==> src/sv/ajb_pkg.sv <==
// Types, codes and sizing constants for the adaptive jitter buffer.
// No dependencies; every other file but the defines header refers to it by scoped names.
package ajb_pkg;

  // Buffer geometry.
  localparam int DEPTH       = 16;
  localparam int SLOT_W      = $clog2(DEPTH);
  localparam int OCC_W       = $clog2(DEPTH + 1);
  localparam int PAYLOAD_MAX = 1024;
  localparam int HDR_BYTES   = 8;
  localparam int MAX_RESULTS = 16;
  localparam int CNT_W       = $clog2(MAX_RESULTS);

  // Field widths fixed by the interface.
  localparam int SEQ_W      = 32;
  localparam int LEN_W      = 11;
  localparam int SLOT_OUT_W = 4;
  localparam int CFG_OCC_W  = 5;
  localparam int TICK_W     = 16;
  localparam int MISS_W     = 8;
  localparam int CMP_W      = (OCC_W > CFG_OCC_W) ? OCC_W : CFG_OCC_W;

  // Register file addressing.
  localparam int ADDR_W    = 4;
  localparam int REG_IDX_W = 2;
  localparam logic [REG_IDX_W-1:0] REG_MIN_BUFFERED     = 2'd0;
  localparam logic [REG_IDX_W-1:0] REG_MAX_BUFFERED     = 2'd1;
  localparam logic [REG_IDX_W-1:0] REG_DISCONNECT_TICKS = 2'd2;

  typedef enum logic [1:0] {
    KIND_ARRIVAL = 2'd0,
    KIND_PLAY    = 2'd1,
    KIND_START   = 2'd2
  } kind_t;

  typedef enum logic [3:0] {
    ACT_STORED       = 4'd0,
    ACT_LATE         = 4'd1,
    ACT_TOO_SMALL    = 4'd2,
    ACT_BEYOND       = 4'd3,
    ACT_SILENCE      = 4'd4,
    ACT_DECODE_PLAY  = 4'd5,
    ACT_CONCEAL_PLAY = 4'd6,
    ACT_DECODE_DROP  = 4'd7,
    ACT_CONCEAL_DROP = 4'd8,
    ACT_DISCONNECTED = 4'd9
  } action_t;

  typedef enum logic [1:0] {
    ST_IDLE,
    ST_ARRIVE,
    ST_PLAY_CHECK,
    ST_PLAY_EMIT
  } state_t;

  typedef struct packed {
    logic [1:0]       kind;
    logic [SEQ_W-1:0] packet_seq;
    logic [LEN_W-1:0] packet_bytes;
  } req_t;

  typedef struct packed {
    action_t               action;
    logic [SLOT_OUT_W-1:0] slot;
    logic [SEQ_W-1:0]      seq;
    logic [LEN_W-1:0]      payload_len;
    logic                  last;
  } res_t;

  typedef struct packed {
    logic [CFG_OCC_W-1:0] min_buffered;
    logic [CFG_OCC_W-1:0] max_buffered;
    logic [TICK_W-1:0]    disconnect_ticks;
  } cfg_t;

endpackage

==> src/sv/ajb_regs.sv <==
// Configuration registers of the jitter buffer behind an APB-style port.
// Depends on ajb_pkg for the register indexes and the cfg_t bundle.
module ajb_regs (
  input  logic                      clk,
  input  logic                      rst,
  input  logic                      psel,
  input  logic                      penable,
  input  logic                      pwrite,
  input  logic [ajb_pkg::ADDR_W-1:0] paddr,
  input  logic [31:0]               pwdata,
  output logic [31:0]               prdata,
  output logic                      pready,
  output ajb_pkg::cfg_t             cfg
);

  logic                            wr_en;
  logic [ajb_pkg::REG_IDX_W-1:0]   reg_idx;

  assign pready  = 1'b1;
  assign wr_en   = psel && penable && pwrite && pready;
  assign reg_idx = paddr[ajb_pkg::ADDR_W-1:2];

  // Register writes; unused addresses are ignored.
  always_ff @(posedge clk) begin
    if (rst) begin
      cfg.min_buffered     <= ajb_pkg::CFG_OCC_W'(2);
      cfg.max_buffered     <= ajb_pkg::CFG_OCC_W'(8);
      cfg.disconnect_ticks <= ajb_pkg::TICK_W'(250);
    end else if (wr_en) begin
      unique case (reg_idx)
        ajb_pkg::REG_MIN_BUFFERED:
          cfg.min_buffered <= pwdata[ajb_pkg::CFG_OCC_W-1:0];
        ajb_pkg::REG_MAX_BUFFERED:
          cfg.max_buffered <= pwdata[ajb_pkg::CFG_OCC_W-1:0];
        ajb_pkg::REG_DISCONNECT_TICKS:
          cfg.disconnect_ticks <= pwdata[ajb_pkg::TICK_W-1:0];
        default: ;
      endcase
    end
  end

  // Read-back multiplexer.
  always_comb begin
    unique case (reg_idx)
      ajb_pkg::REG_MIN_BUFFERED:     prdata = 32'(cfg.min_buffered);
      ajb_pkg::REG_MAX_BUFFERED:     prdata = 32'(cfg.max_buffered);
      ajb_pkg::REG_DISCONNECT_TICKS: prdata = 32'(cfg.disconnect_ticks);
      default:                       prdata = 32'd0;
    endcase
  end

endmodule

==> src/sv/adaptive_jitter_buffer.sv <==
// Timing: an arrival gives its one result from ST_ARRIVE; a play tick gives silence from
// ST_PLAY_CHECK, or its first decode/conceal result from ST_PLAY_EMIT after ST_PLAY_CHECK.
// Throughput: one item at a time; a play tick passes through ST_PLAY_CHECK (memory read),
// then ST_PLAY_EMIT (update) for each result, holding busy for up to sixteen results; the
// next request is taken once busy drops. Results cannot be stalled.
// Reset (synchronous): registers to defaults, no call, empty window via per-slot valid bits.
module adaptive_jitter_buffer (
  input  logic                       clk,
  input  logic                       rst,
  input  logic                       start,
  output logic                       busy,
  input  ajb_pkg::req_t              request,
  output logic                       result_valid,
  output ajb_pkg::res_t              result,
  input  logic                       psel,
  input  logic                       penable,
  input  logic                       pwrite,
  input  logic [ajb_pkg::ADDR_W-1:0] paddr,
  input  logic [31:0]                pwdata,
  output logic [31:0]                prdata,
  output logic                       pready
);

  localparam int SW = ajb_pkg::SLOT_W;
  localparam int OW = ajb_pkg::OCC_W;
  localparam int CW = ajb_pkg::CMP_W;

  ajb_pkg::cfg_t   cfg;
  ajb_pkg::state_t state, state_next;
  ajb_pkg::req_t   req_q;

  logic [ajb_pkg::SEQ_W-1:0]  front_seq, front_seq_next;
  logic [OW-1:0]              occupied, occupied_next;
  logic [SW-1:0]              head, head_next;
  logic                       in_call, in_call_next;
  logic                       building, building_next;
  logic [ajb_pkg::MISS_W-1:0] missed_run, missed_run_next;
  logic [ajb_pkg::TICK_W-1:0] idle_ticks, idle_ticks_next;
  logic [ajb_pkg::DEPTH-1:0]  valid, valid_next;
  logic [ajb_pkg::CNT_W-1:0]  n_res, n_res_next;
  logic                       result_valid_next;
  ajb_pkg::res_t              result_next;
  logic                       clear_win;

  // Slot length memory, one write port and one registered read port.
  logic [ajb_pkg::LEN_W-1:0] mem [ajb_pkg::DEPTH];
  logic [ajb_pkg::LEN_W-1:0] rdata;
  logic                      mem_we;
  logic [SW-1:0]             mem_waddr;
  logic [ajb_pkg::LEN_W-1:0] mem_wdata;

  logic                       accept;
  logic [ajb_pkg::SEQ_W-1:0]  off;
  logic [SW-1:0]              off_s;
  logic [OW-1:0]              off_occ;
  logic [SW:0]                idx_sum;
  logic [SW-1:0]              idx;
  logic [ajb_pkg::LEN_W-1:0]  len_raw, len_cap;
  logic                       too_small, late, beyond;
  logic [ajb_pkg::DEPTH-1:0]  clr_mask;
  logic [CW-1:0]              occ_c, occ_new_c, minb_c, maxb_c;
  logic [OW-1:0]              occ_new;
  logic [ajb_pkg::CFG_OCC_W-1:0] maxb;
  logic                       hold_off, skip, present;
  logic [SW-1:0]              head_inc;
  logic [ajb_pkg::TICK_W-1:0] idle_inc;
  logic [ajb_pkg::MISS_W-1:0] miss_inc;

  ajb_regs u_regs (
    .clk     (clk),
    .rst     (rst),
    .psel    (psel),
    .penable (penable),
    .pwrite  (pwrite),
    .paddr   (paddr),
    .pwdata  (pwdata),
    .prdata  (prdata),
    .pready  (pready),
    .cfg     (cfg)
  );

  assign busy   = (state != ajb_pkg::ST_IDLE);
  assign accept = start && !busy;

  // The memory is written only while handling an arrival, and its read data is used only
  // in a play tick; busy keeps one request at a time, so the two never overlap on an entry.
  always_ff @(posedge clk) begin
    if (mem_we) begin
      mem[mem_waddr] <= mem_wdata;
    end
    rdata <= mem[head];
  end

  // Arrival classification and slot placement.
  always_comb begin
    off       = req_q.packet_seq - front_seq;
    too_small = (req_q.packet_bytes <= ajb_pkg::LEN_W'(ajb_pkg::HDR_BYTES));
    late      = (req_q.packet_seq < front_seq);
    beyond    = (off >= ajb_pkg::SEQ_W'(ajb_pkg::DEPTH));
    off_s     = off[SW-1:0];
    off_occ   = OW'(off_s) + OW'(1);
    idx_sum   = {1'b0, head} + {1'b0, off_s};
    if (idx_sum >= (SW+1)'(ajb_pkg::DEPTH)) begin
      idx = SW'(idx_sum - (SW+1)'(ajb_pkg::DEPTH));
    end else begin
      idx = SW'(idx_sum);
    end
    len_raw = req_q.packet_bytes - ajb_pkg::LEN_W'(ajb_pkg::HDR_BYTES);
    if (len_raw > ajb_pkg::LEN_W'(ajb_pkg::PAYLOAD_MAX)) begin
      len_cap = ajb_pkg::LEN_W'(ajb_pkg::PAYLOAD_MAX);
    end else begin
      len_cap = len_raw;
    end
  end

  // Slots that a widening window passes over are emptied.
  always_comb begin
    logic [SW:0] rel;
    for (int j = 0; j < ajb_pkg::DEPTH; j++) begin
      if ((SW+1)'(j) >= {1'b0, head}) begin
        rel = (SW+1)'(j) - {1'b0, head};
      end else begin
        rel = (SW+1)'(j) + (SW+1)'(ajb_pkg::DEPTH) - {1'b0, head};
      end
      clr_mask[j] = ((SW+1)'(occupied) <= rel) && (rel <= {1'b0, off_s});
    end
  end

  // Play tick helpers.
  always_comb begin
    if (cfg.max_buffered < ajb_pkg::CFG_OCC_W'(2)) begin
      maxb = ajb_pkg::CFG_OCC_W'(2);
    end else begin
      maxb = cfg.max_buffered;
    end
    occ_new   = (occupied > OW'(1)) ? occupied - OW'(1) : occupied;
    occ_c     = CW'(occupied);
    occ_new_c = CW'(occ_new);
    minb_c    = CW'(cfg.min_buffered);
    maxb_c    = CW'(maxb);
    hold_off  = building && (occ_c < maxb_c);
    skip      = (occ_new_c >= maxb_c) &&
                (n_res != ajb_pkg::CNT_W'(ajb_pkg::MAX_RESULTS - 1));
    present   = valid[head];
    head_inc  = (head == SW'(ajb_pkg::DEPTH - 1)) ? '0 : head + SW'(1);
    idle_inc  = (idle_ticks == '1) ? idle_ticks : idle_ticks + ajb_pkg::TICK_W'(1);
    miss_inc  = (missed_run == '1) ? missed_run : missed_run + ajb_pkg::MISS_W'(1);
  end

  // Next state.
  always_comb begin
    state_next = state;
    unique case (state)
      ajb_pkg::ST_IDLE: begin
        if (accept && in_call) begin
          if (request.kind == ajb_pkg::KIND_ARRIVAL) begin
            state_next = ajb_pkg::ST_ARRIVE;
          end else if (request.kind == ajb_pkg::KIND_PLAY) begin
            state_next = ajb_pkg::ST_PLAY_CHECK;
          end
        end
      end
      ajb_pkg::ST_ARRIVE: state_next = ajb_pkg::ST_IDLE;
      ajb_pkg::ST_PLAY_CHECK: begin
        state_next = hold_off ? ajb_pkg::ST_IDLE : ajb_pkg::ST_PLAY_EMIT;
      end
      ajb_pkg::ST_PLAY_EMIT: begin
        state_next = skip ? ajb_pkg::ST_PLAY_CHECK : ajb_pkg::ST_IDLE;
      end
      default: state_next = ajb_pkg::ST_IDLE;
    endcase
  end

  // Window update and result formation.
  always_comb begin
    front_seq_next    = front_seq;
    occupied_next     = occupied;
    head_next         = head;
    in_call_next      = in_call;
    building_next     = building;
    missed_run_next   = missed_run;
    idle_ticks_next   = idle_ticks;
    valid_next        = valid;
    n_res_next        = n_res;
    clear_win         = 1'b0;
    mem_we            = 1'b0;
    mem_waddr         = idx;
    mem_wdata         = len_cap;
    result_valid_next = 1'b0;
    result_next       = '0;
    result_next.seq   = front_seq;

    unique case (state)
      ajb_pkg::ST_IDLE: begin
        n_res_next = '0;
        if (accept && (request.kind == ajb_pkg::KIND_START)) begin
          clear_win    = 1'b1;
          in_call_next = 1'b1;
        end
      end

      ajb_pkg::ST_ARRIVE: begin
        result_valid_next = 1'b1;
        result_next.last  = 1'b1;
        result_next.seq   = req_q.packet_seq;
        priority if (too_small) begin
          result_next.action = ajb_pkg::ACT_TOO_SMALL;
        end else if (late) begin
          result_next.action = ajb_pkg::ACT_LATE;
        end else if (beyond) begin
          result_next.action = ajb_pkg::ACT_BEYOND;
        end else begin
          valid_next      = valid & ~clr_mask;
          valid_next[idx] = 1'b1;
          mem_we          = 1'b1;
          if (off_occ > occupied) begin
            occupied_next = off_occ;
          end
          result_next.action      = ajb_pkg::ACT_STORED;
          result_next.slot        = ajb_pkg::SLOT_OUT_W'(idx);
          result_next.payload_len = len_cap;
        end
      end

      ajb_pkg::ST_PLAY_CHECK: begin
        // Still building: silence, or a disconnect once the empty run is too long.
        if (hold_off) begin
          result_valid_next  = 1'b1;
          result_next.last   = 1'b1;
          result_next.action = ajb_pkg::ACT_SILENCE;
          if ((occupied == OW'(1)) && !present) begin
            idle_ticks_next = idle_inc;
            if (idle_inc > cfg.disconnect_ticks) begin
              result_next.action = ajb_pkg::ACT_DISCONNECTED;
              clear_win          = 1'b1;
              in_call_next       = 1'b0;
            end
          end else begin
            building_next = 1'b0;
          end
        end
      end

      ajb_pkg::ST_PLAY_EMIT: begin
        if (present) begin
          missed_run_next = '0;
          idle_ticks_next = '0;
        end else begin
          missed_run_next = miss_inc;
          if ((occ_c < minb_c) ||
              ((miss_inc > ajb_pkg::MISS_W'(1)) && (occ_c < maxb_c))) begin
            building_next = 1'b1;
          end
        end
        valid_next[head] = 1'b0;
        front_seq_next   = front_seq + ajb_pkg::SEQ_W'(1);
        if (occupied > OW'(1)) begin
          head_next     = head_inc;
          occupied_next = occ_new;
        end
        result_valid_next = 1'b1;
        result_next.last  = !skip;
        if (present) begin
          result_next.action      = skip ? ajb_pkg::ACT_DECODE_DROP
                                         : ajb_pkg::ACT_DECODE_PLAY;
          result_next.slot        = ajb_pkg::SLOT_OUT_W'(head);
          result_next.payload_len = rdata;
        end else begin
          result_next.action = skip ? ajb_pkg::ACT_CONCEAL_DROP
                                    : ajb_pkg::ACT_CONCEAL_PLAY;
        end
        n_res_next = n_res + ajb_pkg::CNT_W'(1);
      end

      default: ;
    endcase

    // Emptying the window overrides the window updates above.
    if (clear_win) begin
      valid_next      = '0;
      front_seq_next  = ajb_pkg::SEQ_W'(1);
      occupied_next   = OW'(1);
      head_next       = '0;
      building_next   = 1'b1;
      missed_run_next = '0;
      idle_ticks_next = '0;
    end
  end

  // Control and window state.
  always_ff @(posedge clk) begin
    if (rst) begin
      state        <= ajb_pkg::ST_IDLE;
      front_seq    <= ajb_pkg::SEQ_W'(1);
      occupied     <= OW'(1);
      head         <= '0;
      in_call      <= 1'b0;
      building     <= 1'b1;
      missed_run   <= '0;
      idle_ticks   <= '0;
      valid        <= '0;
      n_res        <= '0;
      result_valid <= 1'b0;
    end else begin
      state        <= state_next;
      front_seq    <= front_seq_next;
      occupied     <= occupied_next;
      head         <= head_next;
      in_call      <= in_call_next;
      building     <= building_next;
      missed_run   <= missed_run_next;
      idle_ticks   <= idle_ticks_next;
      valid        <= valid_next;
      n_res        <= n_res_next;
      result_valid <= result_valid_next;
    end
  end

  // Request capture and result register.
  always_ff @(posedge clk) begin
    if (accept) begin
      req_q <= request;
    end
    result <= result_next;
  end

endmodule

==> config.mk <==
export PLATFORM = sky130hd
export DESIGN_NAME = adaptive_jitter_buffer
export DESIGN_NICKNAME = d
export VERILOG_FILES = /design/src/sv/ajb_pkg.sv /design/src/sv/ajb_regs.sv /design/src/sv/adaptive_jitter_buffer.sv
export SDC_FILE = /design/constraint.sdc
export NUM_CORES = 1
export LEC_CHECK = 0
export ABC_AREA = 1
export BUFFER_PORTS_ARGS = -buffer_cell sky130_fd_sc_hd__buf_4
export CAP_MARGIN = 20
export CORE_ASPECT_RATIO = 0.9
export CORE_MARGIN = 3
export CORE_UTILIZATION = 60
export DETAILED_ROUTE_END_ITERATION = 12
export PLACE_DENSITY = 0.86
export SYNTH_ARGS = -nofsm -noshare
export SYNTH_HDL_FRONTEND = slang
export SYNTH_HIERARCHICAL = 1
export SYNTH_SLANG_ARGS = --single-unit
==> constraint.sdc <==
create_clock -name clk -period 10.15 [get_ports clk]
set_input_delay 2.03 -clock clk [delete_from_list [all_inputs] [get_ports clk]]
set_output_delay 2.03 -clock clk [all_outputs]
set_load 0.01 [all_outputs]
==> results of run 1 <==
==> cells in the final DEF (no fill, tap or decap), drive strengths merged, types with 2 or more instances in the layout <==
cell type  Yosys  routed
nand2        651     651
nor2         411     411
inv          375     376
edfxtp       219     219
o21ai        212     212
ha           180     180
dfxtp        179     179
buf           46     158
nand3        143     143
a21oi        108     108
xor2          60      60
clkbuf        63      55
nand4         43      43
o221ai        36      36
a31oi         32      32
nor3          30      30
o22ai         26      26
xnor2         21      21
clkinv         2      21
conb           3      18
o211ai        15      15
o21bai         8       8
nor4           7       7
a211oi         7       7
and2           6       6
o21a           6       6
a22oi          6       6
a311oi         5       5
nor3b          4       4
nand3b         3       3
a21o           3       3
o31ai          2       2
mux2i          2       2
fa             2       2
or2            2       2
==> critical path: stages, from the launching register on <==
cell      delay, ns
edfxtp_1       0.39
inv_1          0.08
ha_1           0.14
inv_1          0.08
fa_1           0.47
xor2_1         0.45
inv_1          0.41
ha_1           0.53
nand2_1        0.10
o21a_1         0.18
or2_2          0.26
nand2_1        0.15
inv_1          0.08
nor2_1         0.25
nand2_1        0.16
nor2_2         0.78
==> registers in the layout, indices dropped and copies added, names as in the netlist, 5 cells and up <==
name	flops
result	52
req_q	43
valid	16
occ_c	5
missed_run	8
mem	176
front_seq	32
idle_ticks	16
u_regs/cfg	26
rdata	11
==> routing by layer <==
metal / vias up / GRT usage [%] / part of all wire (%)
li1: 9901 / - / -
met1: 9511 / 41.0 / 42
met2: 1032 / 47.5 / 45
met3: 150 / 5.13 / 9.5
met4: 2 / 11.7 / 3.1
met5: - / 0 / 0.021
==> through the flow <==
| step | worst slack, ns | instances |
|---|---|---|
| 2_1_floorplan | 5.61 | 2940 |
| 3_3_place_gp | 5.28 | 3505 |
| 3_5_place_dp | 5.28 | 3505 |
| 4_1_cts | 5.26 | 3581 |
| 5_1_grt | 5.00 | 3582 |
| 6_report | 5.24 | 3583 |
==> layout make-up <==
cell class	instances	area, um^2	area share (%)
tap	517	647	2.49
clock inverter	21	160	0.616
clock buffer	55	1140	4.38
antenna	1	2.50	0.00963
timing repair buffer	158	1190	4.59
multi-input combinational	2056	11300	43.4
inverter	377	1420	5.44
sequential	398	10200	39.1
==> worst max path at each step <==
stage | endpoint | slack, ns | depth (start not counted)
after global routing | mem[5][2] | 5.00 | 15
final | mem[5][9] | 5.24 | 15
after floorplan | prdata[0] | 5.61 | 5
after CTS | prdata[4] | 5.26 | 5
after detailed placement | prdata[4] | 5.28 | 5
after global placement | prdata[0] | 5.28 | 5
==> power by group <==
| group | switching (mW) | leakage, nW | internal [mW] | total, mW |
|---|---|---|---|---|
| logic | 0.630 | 7.33 | 0.333 | 0.963 |
| registers | 0.0617 | 3.47 | 1.80 | 1.86 |
| clock network | 0.659 | 0.641 | 0.800 | 1.46 |
==> cells by family (layout without fill, tap and decap cells) <==
logic type,count (synthesis),count (layout),share of synthesized area (%)
AO/OA/AOI/OAI,472,472,11.7
XOR/XNOR,81,81,3.04
adder cells (fa/ha/maj),182,182,9.83
buffers and inverters,486,611,8.42
flip-flops,398,398,43.6
multiplexers,2,2,0.0858
other,3,19,0.0483
AND/OR/NAND/NOR,1301,1301,23.3
==> flow_metrics.tcl, run 1 <==
set metrics [dict create \
    worst_clock_skew_ns 0.0133 \
    dieArea_mm2 0.0413 \
    hp-class "register to register" \
    port_buffers 138 \
    critical_path_peak_fanout 11 \
    status "complete, no violations" \
    period_share_pct 48.4 \
    wirelength_um 62500 \
    slew_viol_final 0 \
    cts.sinks 398 \
    min_from "rdata[9]" \
    gp_congestion 0.941 \
    drive_gt1_share_pct 9.14 \
    crit_path_start_kind "register" \
    setup-tns-final_ns 0 \
    path_clk_slew_ns 0.06 \
    async_flop_share_pct 0 \
    ys_types 56 \
    synthFlopType "edfxtp_1" \
    critPathKind "register to register" \
    worst_r2r_path_depth 15 \
    dr.pass1.iters 8 \
    reg2reg_from "req_q[11]" \
    die_h_um 193 \
    slew_headroom_pct 26.6 \
    holdPathEnd "result[10]" \
    synth-seq-cells 398 \
    ctsResizeCount 0 \
    routedWlPerCell_um 17.4 \
    p_leak_nw 11.4 \
    tightest_slew_ns 1.10 \
    finalHoldViolCount 0 \
    grtUsageTotal_pct 29.8 \
    worst_hold_slack_ns 0.441 \
    core_area_mm2 0.0378 \
    cts_made_buffers 41 \
    avgSynthCellArea_um2 7.97 \
    num_rows 67 \
    area_growth_pct 11.4 \
    io_pins 174 \
    fin_util_pct 68.7 \
    synth.most_common_cell "nand2_1" \
    grt_max_degree 100 \
    grt_setup_unrepaired "false" \
    final-setup-viol-count 0 \
    power_mw 4.28 \
    cts_hold_buf 0 \
    fmax_mhz 204 \
    cts_tree "built" \
    post-dp-hpwl_um 42700 \
    die_x_um 214 \
    arrival_ns 5.11 \
    syn-cell-area_mm2 0.0233 \
    fillers 2900 \
    p_per_area_mw_per_mm2 165 \
    required_ns 10.35 \
    antenna_found_initial 2 \
    detail-route-antenna-nets 0 \
    via_per_inst 5.75 \
    synth_top_cells_by_area "edfxtp_1, dfxtp_1, nand2_1" \
    yosysTopAreaCellShare_pct 28.2 \
    clock_latency_ns 0.58 \
    min_path_cells 2 \
    endpoint_kind "register" \
    r2r_setup_slack_ns 5.24 \
    stdcell_area_mm2 0.0260 \
    placed_area_mm2 0.0247 \
    cp-startpoint "req_q[11]" \
    grt_pass1_wl_um 98200 \
    post-cts-setup-buffer-count 0 \
    clockRootBuffer "clkbuf_16" \
    worstReg2RegEnd "mem[5][9]" \
    start_util_pct 61.7 \
    nets 3301 \
    drt_iter0_drc 2286 \
    remaining_drc_errors 0 \
    synthTopCellsByCount "nand2_1, nor2_1, inv_1, edfxtp_1, o21ai_0" \
    period_needed_ns 4.91 \
    cts_buffer_depth 3 \
    vdd_drop_max_uv 207 \
    syn_inst 2925 \
    ys_warn_count 6 \
    grt_pass1_vias 19300 \
    synth_edf_count 219 \
    ys_seq_area_share_pct 43.6 \
    max-cap-violations 0 \
    htree_levels 2 \
    overflow 0 \
    dr_total_vias 20600 \
    synth.largest_area_cell "edfxtp_1" \
]
No activity file was read; power rests on OpenSTA's default activity.
==> inputs of run 2 (changes only) <==
CORE_UTILIZATION = 55   (was 60)
PLACE_DENSITY = 0.83   (was 0.86)
clock period = 3.9 ns   (was 10.15 ns; I/O delays follow)
==> flow_metrics.tcl, run 2 (synthesis results as in run 1) <==
set metrics [dict create \
    crit_path_start_kind "register" \
    mostFrequentLayoutCells "nand2_1, nor2_1, inv_1" \
    dp.cells 3562 \
    critPathKind "register to register" \
    min_from "request[0]" \
    finalHoldViolCount 0 \
    multiInputGateArea_mm2 0.0114 \
    period_share_pct 95.5 \
    switching_power_mw 3.61 \
    required_ns 4.35 \
    worst_clock_skew_ns 0.0193 \
    worst_r2r_path_depth 18 \
    arrival_ns 4.18 \
    slew_headroom_pct 33.4 \
    core_area_mm2 0.0413 \
    remaining_drc_errors 0 \
    gp_congestion 0.933 \
    clockRootBuffer "clkbuf_16" \
    cts_hold_buf 0 \
    start_util_pct 56.5 \
    reg2reg_from "occ_c[1]" \
    grt_pass1_wl_um 103000 \
    cpPeakStageDelay_ns 0.56 \
    final_cells 3649 \
    hp-class "input port to register" \
    drive_gt1_share_pct 11.2 \
    path_cells "inv_1, ha_1, nand2_1, nor2_1, inv_1, o21ai_1, o21ai_0, ha_1, o21a_1, o21a_1, o21a_1, o21ai_0, nand2_1, o31ai_1, inv_1, ha_1, a22oi_1, a21oi_1" \
    cts_buffer_depth 3 \
    mostFrequentLayoutCell "nand2_1" \
    wirelength_um 65300 \
    r2r_setup_slack_ns 0.17 \
    tightest_slew_ns 0.999 \
    power_frac_clock_pct 34.6 \
    min_path_cells 1 \
    nets 3345 \
    regMostFlops "mem" \
    cts.sinks 398 \
    die_x_um 223 \
    detail-route-antenna-nets 0 \
    setup-tns-final_ns 0 \
    die_h_um 201 \
    grt_pass1_vias 20000 \
    routedWlPerCell_um 17.9 \
    reg.largest.list "mem: 176 flops, result: 52 flops, req_q: 43 flops" \
    antenna_found_initial 2 \
    period_needed_ns 3.73 \
    slew_viol_final 0 \
    endpoint_kind "register" \
    num_rows 70 \
    dr.pass1.iters 9 \
    holdPathEnd "req_q[0]" \
    path_buf_inv 3 \
    io_pins 174 \
    regArea_mm2 0.0102 \
    port_buffers 138 \
    cp_slowest_cell "dfxtp_1" \
    sw_frac_of_total_pct 31.1 \
    dr_total_vias 20900 \
    post-dp-hpwl_um 46100 \
    area_growth_pct 14.2 \
    seq_power_share_pct 41.7 \
    critical_path_peak_fanout 8 \
    p_leak_nw 11.7 \
    htree_levels 2 \
    overflow 0 \
    max-cap-violations 0 \
    internal_power_mw 7.98 \
    via_per_inst 5.73 \
    worstReg2RegEnd "result[49]" \
    final-setup-viol-count 0 \
    path_clk_slew_ns 0.06 \
    fmax_mhz 268 \
    drt_iter0_drc 2295 \
    largest_register_ffs 176 \
    diodes 0 \
    grt_max_degree 62 \
    status "complete, no violations" \
    cts_tree "built" \
    comb_power_share_pct 23.7 \
    fillers 3371 \
    path_delay_family "compound AO/OA/AOI/OAI gates" \
    cts_made_buffers 41 \
    p_per_area_mw_per_mm2 435 \
    grtUsageTotal_pct 27.9 \
    vdd_drop_max_uv 334 \
    clock_latency_ns 0.58 \
    dieArea_mm2 0.0449 \
]
==> run 2: final cells by class <==
class                   count  share of cell area [%]
clock buffers              55                    4.35
clock inverters            21                   0.864
flip-flops and latches    398                    38.2
inverters                 377                    5.36
repair buffers            202                    6.10
well taps                 540                    2.54
multi-input cells        2056                    42.6
==> run 2: per-stage QoR <==
stage / power [mW] / hold WS, ns / worst slack [ns] / cell area (um^2) / util (%)
floorplan: 6.67 / 0.403 / 0.101 / 23400 / -
global placement: 7.32 / 0.425 / 0.257 / 25000 / 60.5
detailed placement: 7.45 / 0.428 / -0.0726 / 25000 / 60.5
CTS: 11.4 / 0.348 / 0.0578 / 26400 / 63.9
global route: 12.1 / 0.349 / -0.123 / 26600 / 64.6
finish: 11.6 / 0.369 / 0.175 / 26600 / 64.6
==> run 2: worst max path at each step <==
stage                             start       endpoint  slack (ns)  cells past startpoint
after floorplan               req_q[11]      mem[0][0]        0.10                     15
after global placement    idle_ticks[0]       building        0.26                     21
after detailed placement  idle_ticks[0]      valid[10]       -0.07                     22
after CTS                 idle_ticks[0]  front_seq[28]        0.06                     21
after global routing      idle_ticks[1]  front_seq[20]       -0.12                     21
final                          occ_c[1]     result[49]        0.17                     18
==> run 2: worst register-to-register path, stage by stage, from the launching register on <==
cell and delay [ns]:
dfxtp_1 0.56, inv_1 0.20, ha_1 0.23, nand2_1 0.06, nor2_1 0.03, inv_1 0.07
o21ai_1 0.16, o21ai_0 0.40, ha_1 0.30, o21a_1 0.11, o21a_1 0.17, o21a_1 0.16
o21ai_0 0.14, nand2_1 0.09, o31ai_1 0.14, inv_1 0.14, ha_1 0.33, a22oi_1 0.21
a21oi_1 0.10
==> run 2: layer usage <==
metal  GRT usage, %  wire length, um  vias to the layer above
met1           37.6            27400                     9716
met4           10.6             2070                        2
met5              0               11                        -
met2           45.4            29900                     1064
met3           4.71             5880                      165
li1               -                -                     9975
==> run 2: power groups by stage <==
stage | clock [mW] | sequential (mW) | combinational [mW]
after floorplan | 0 | 4.89 | 1.78
after global placement | 0 | 4.90 | 2.42
after detailed placement | 0 | 4.91 | 2.53
after CTS | 4.05 | 4.82 | 2.56
after global routing | 4.23 | 4.85 | 3.05
final | 4.01 | 4.83 | 2.74
==> run 2: repair_timing <==
item	4_1_cts	5_1_grt
endpoints found under the setup margin	24	184
cloned	0	2
pin swaps	0	6
resized for setup	2	39
buffers inserted	0	9
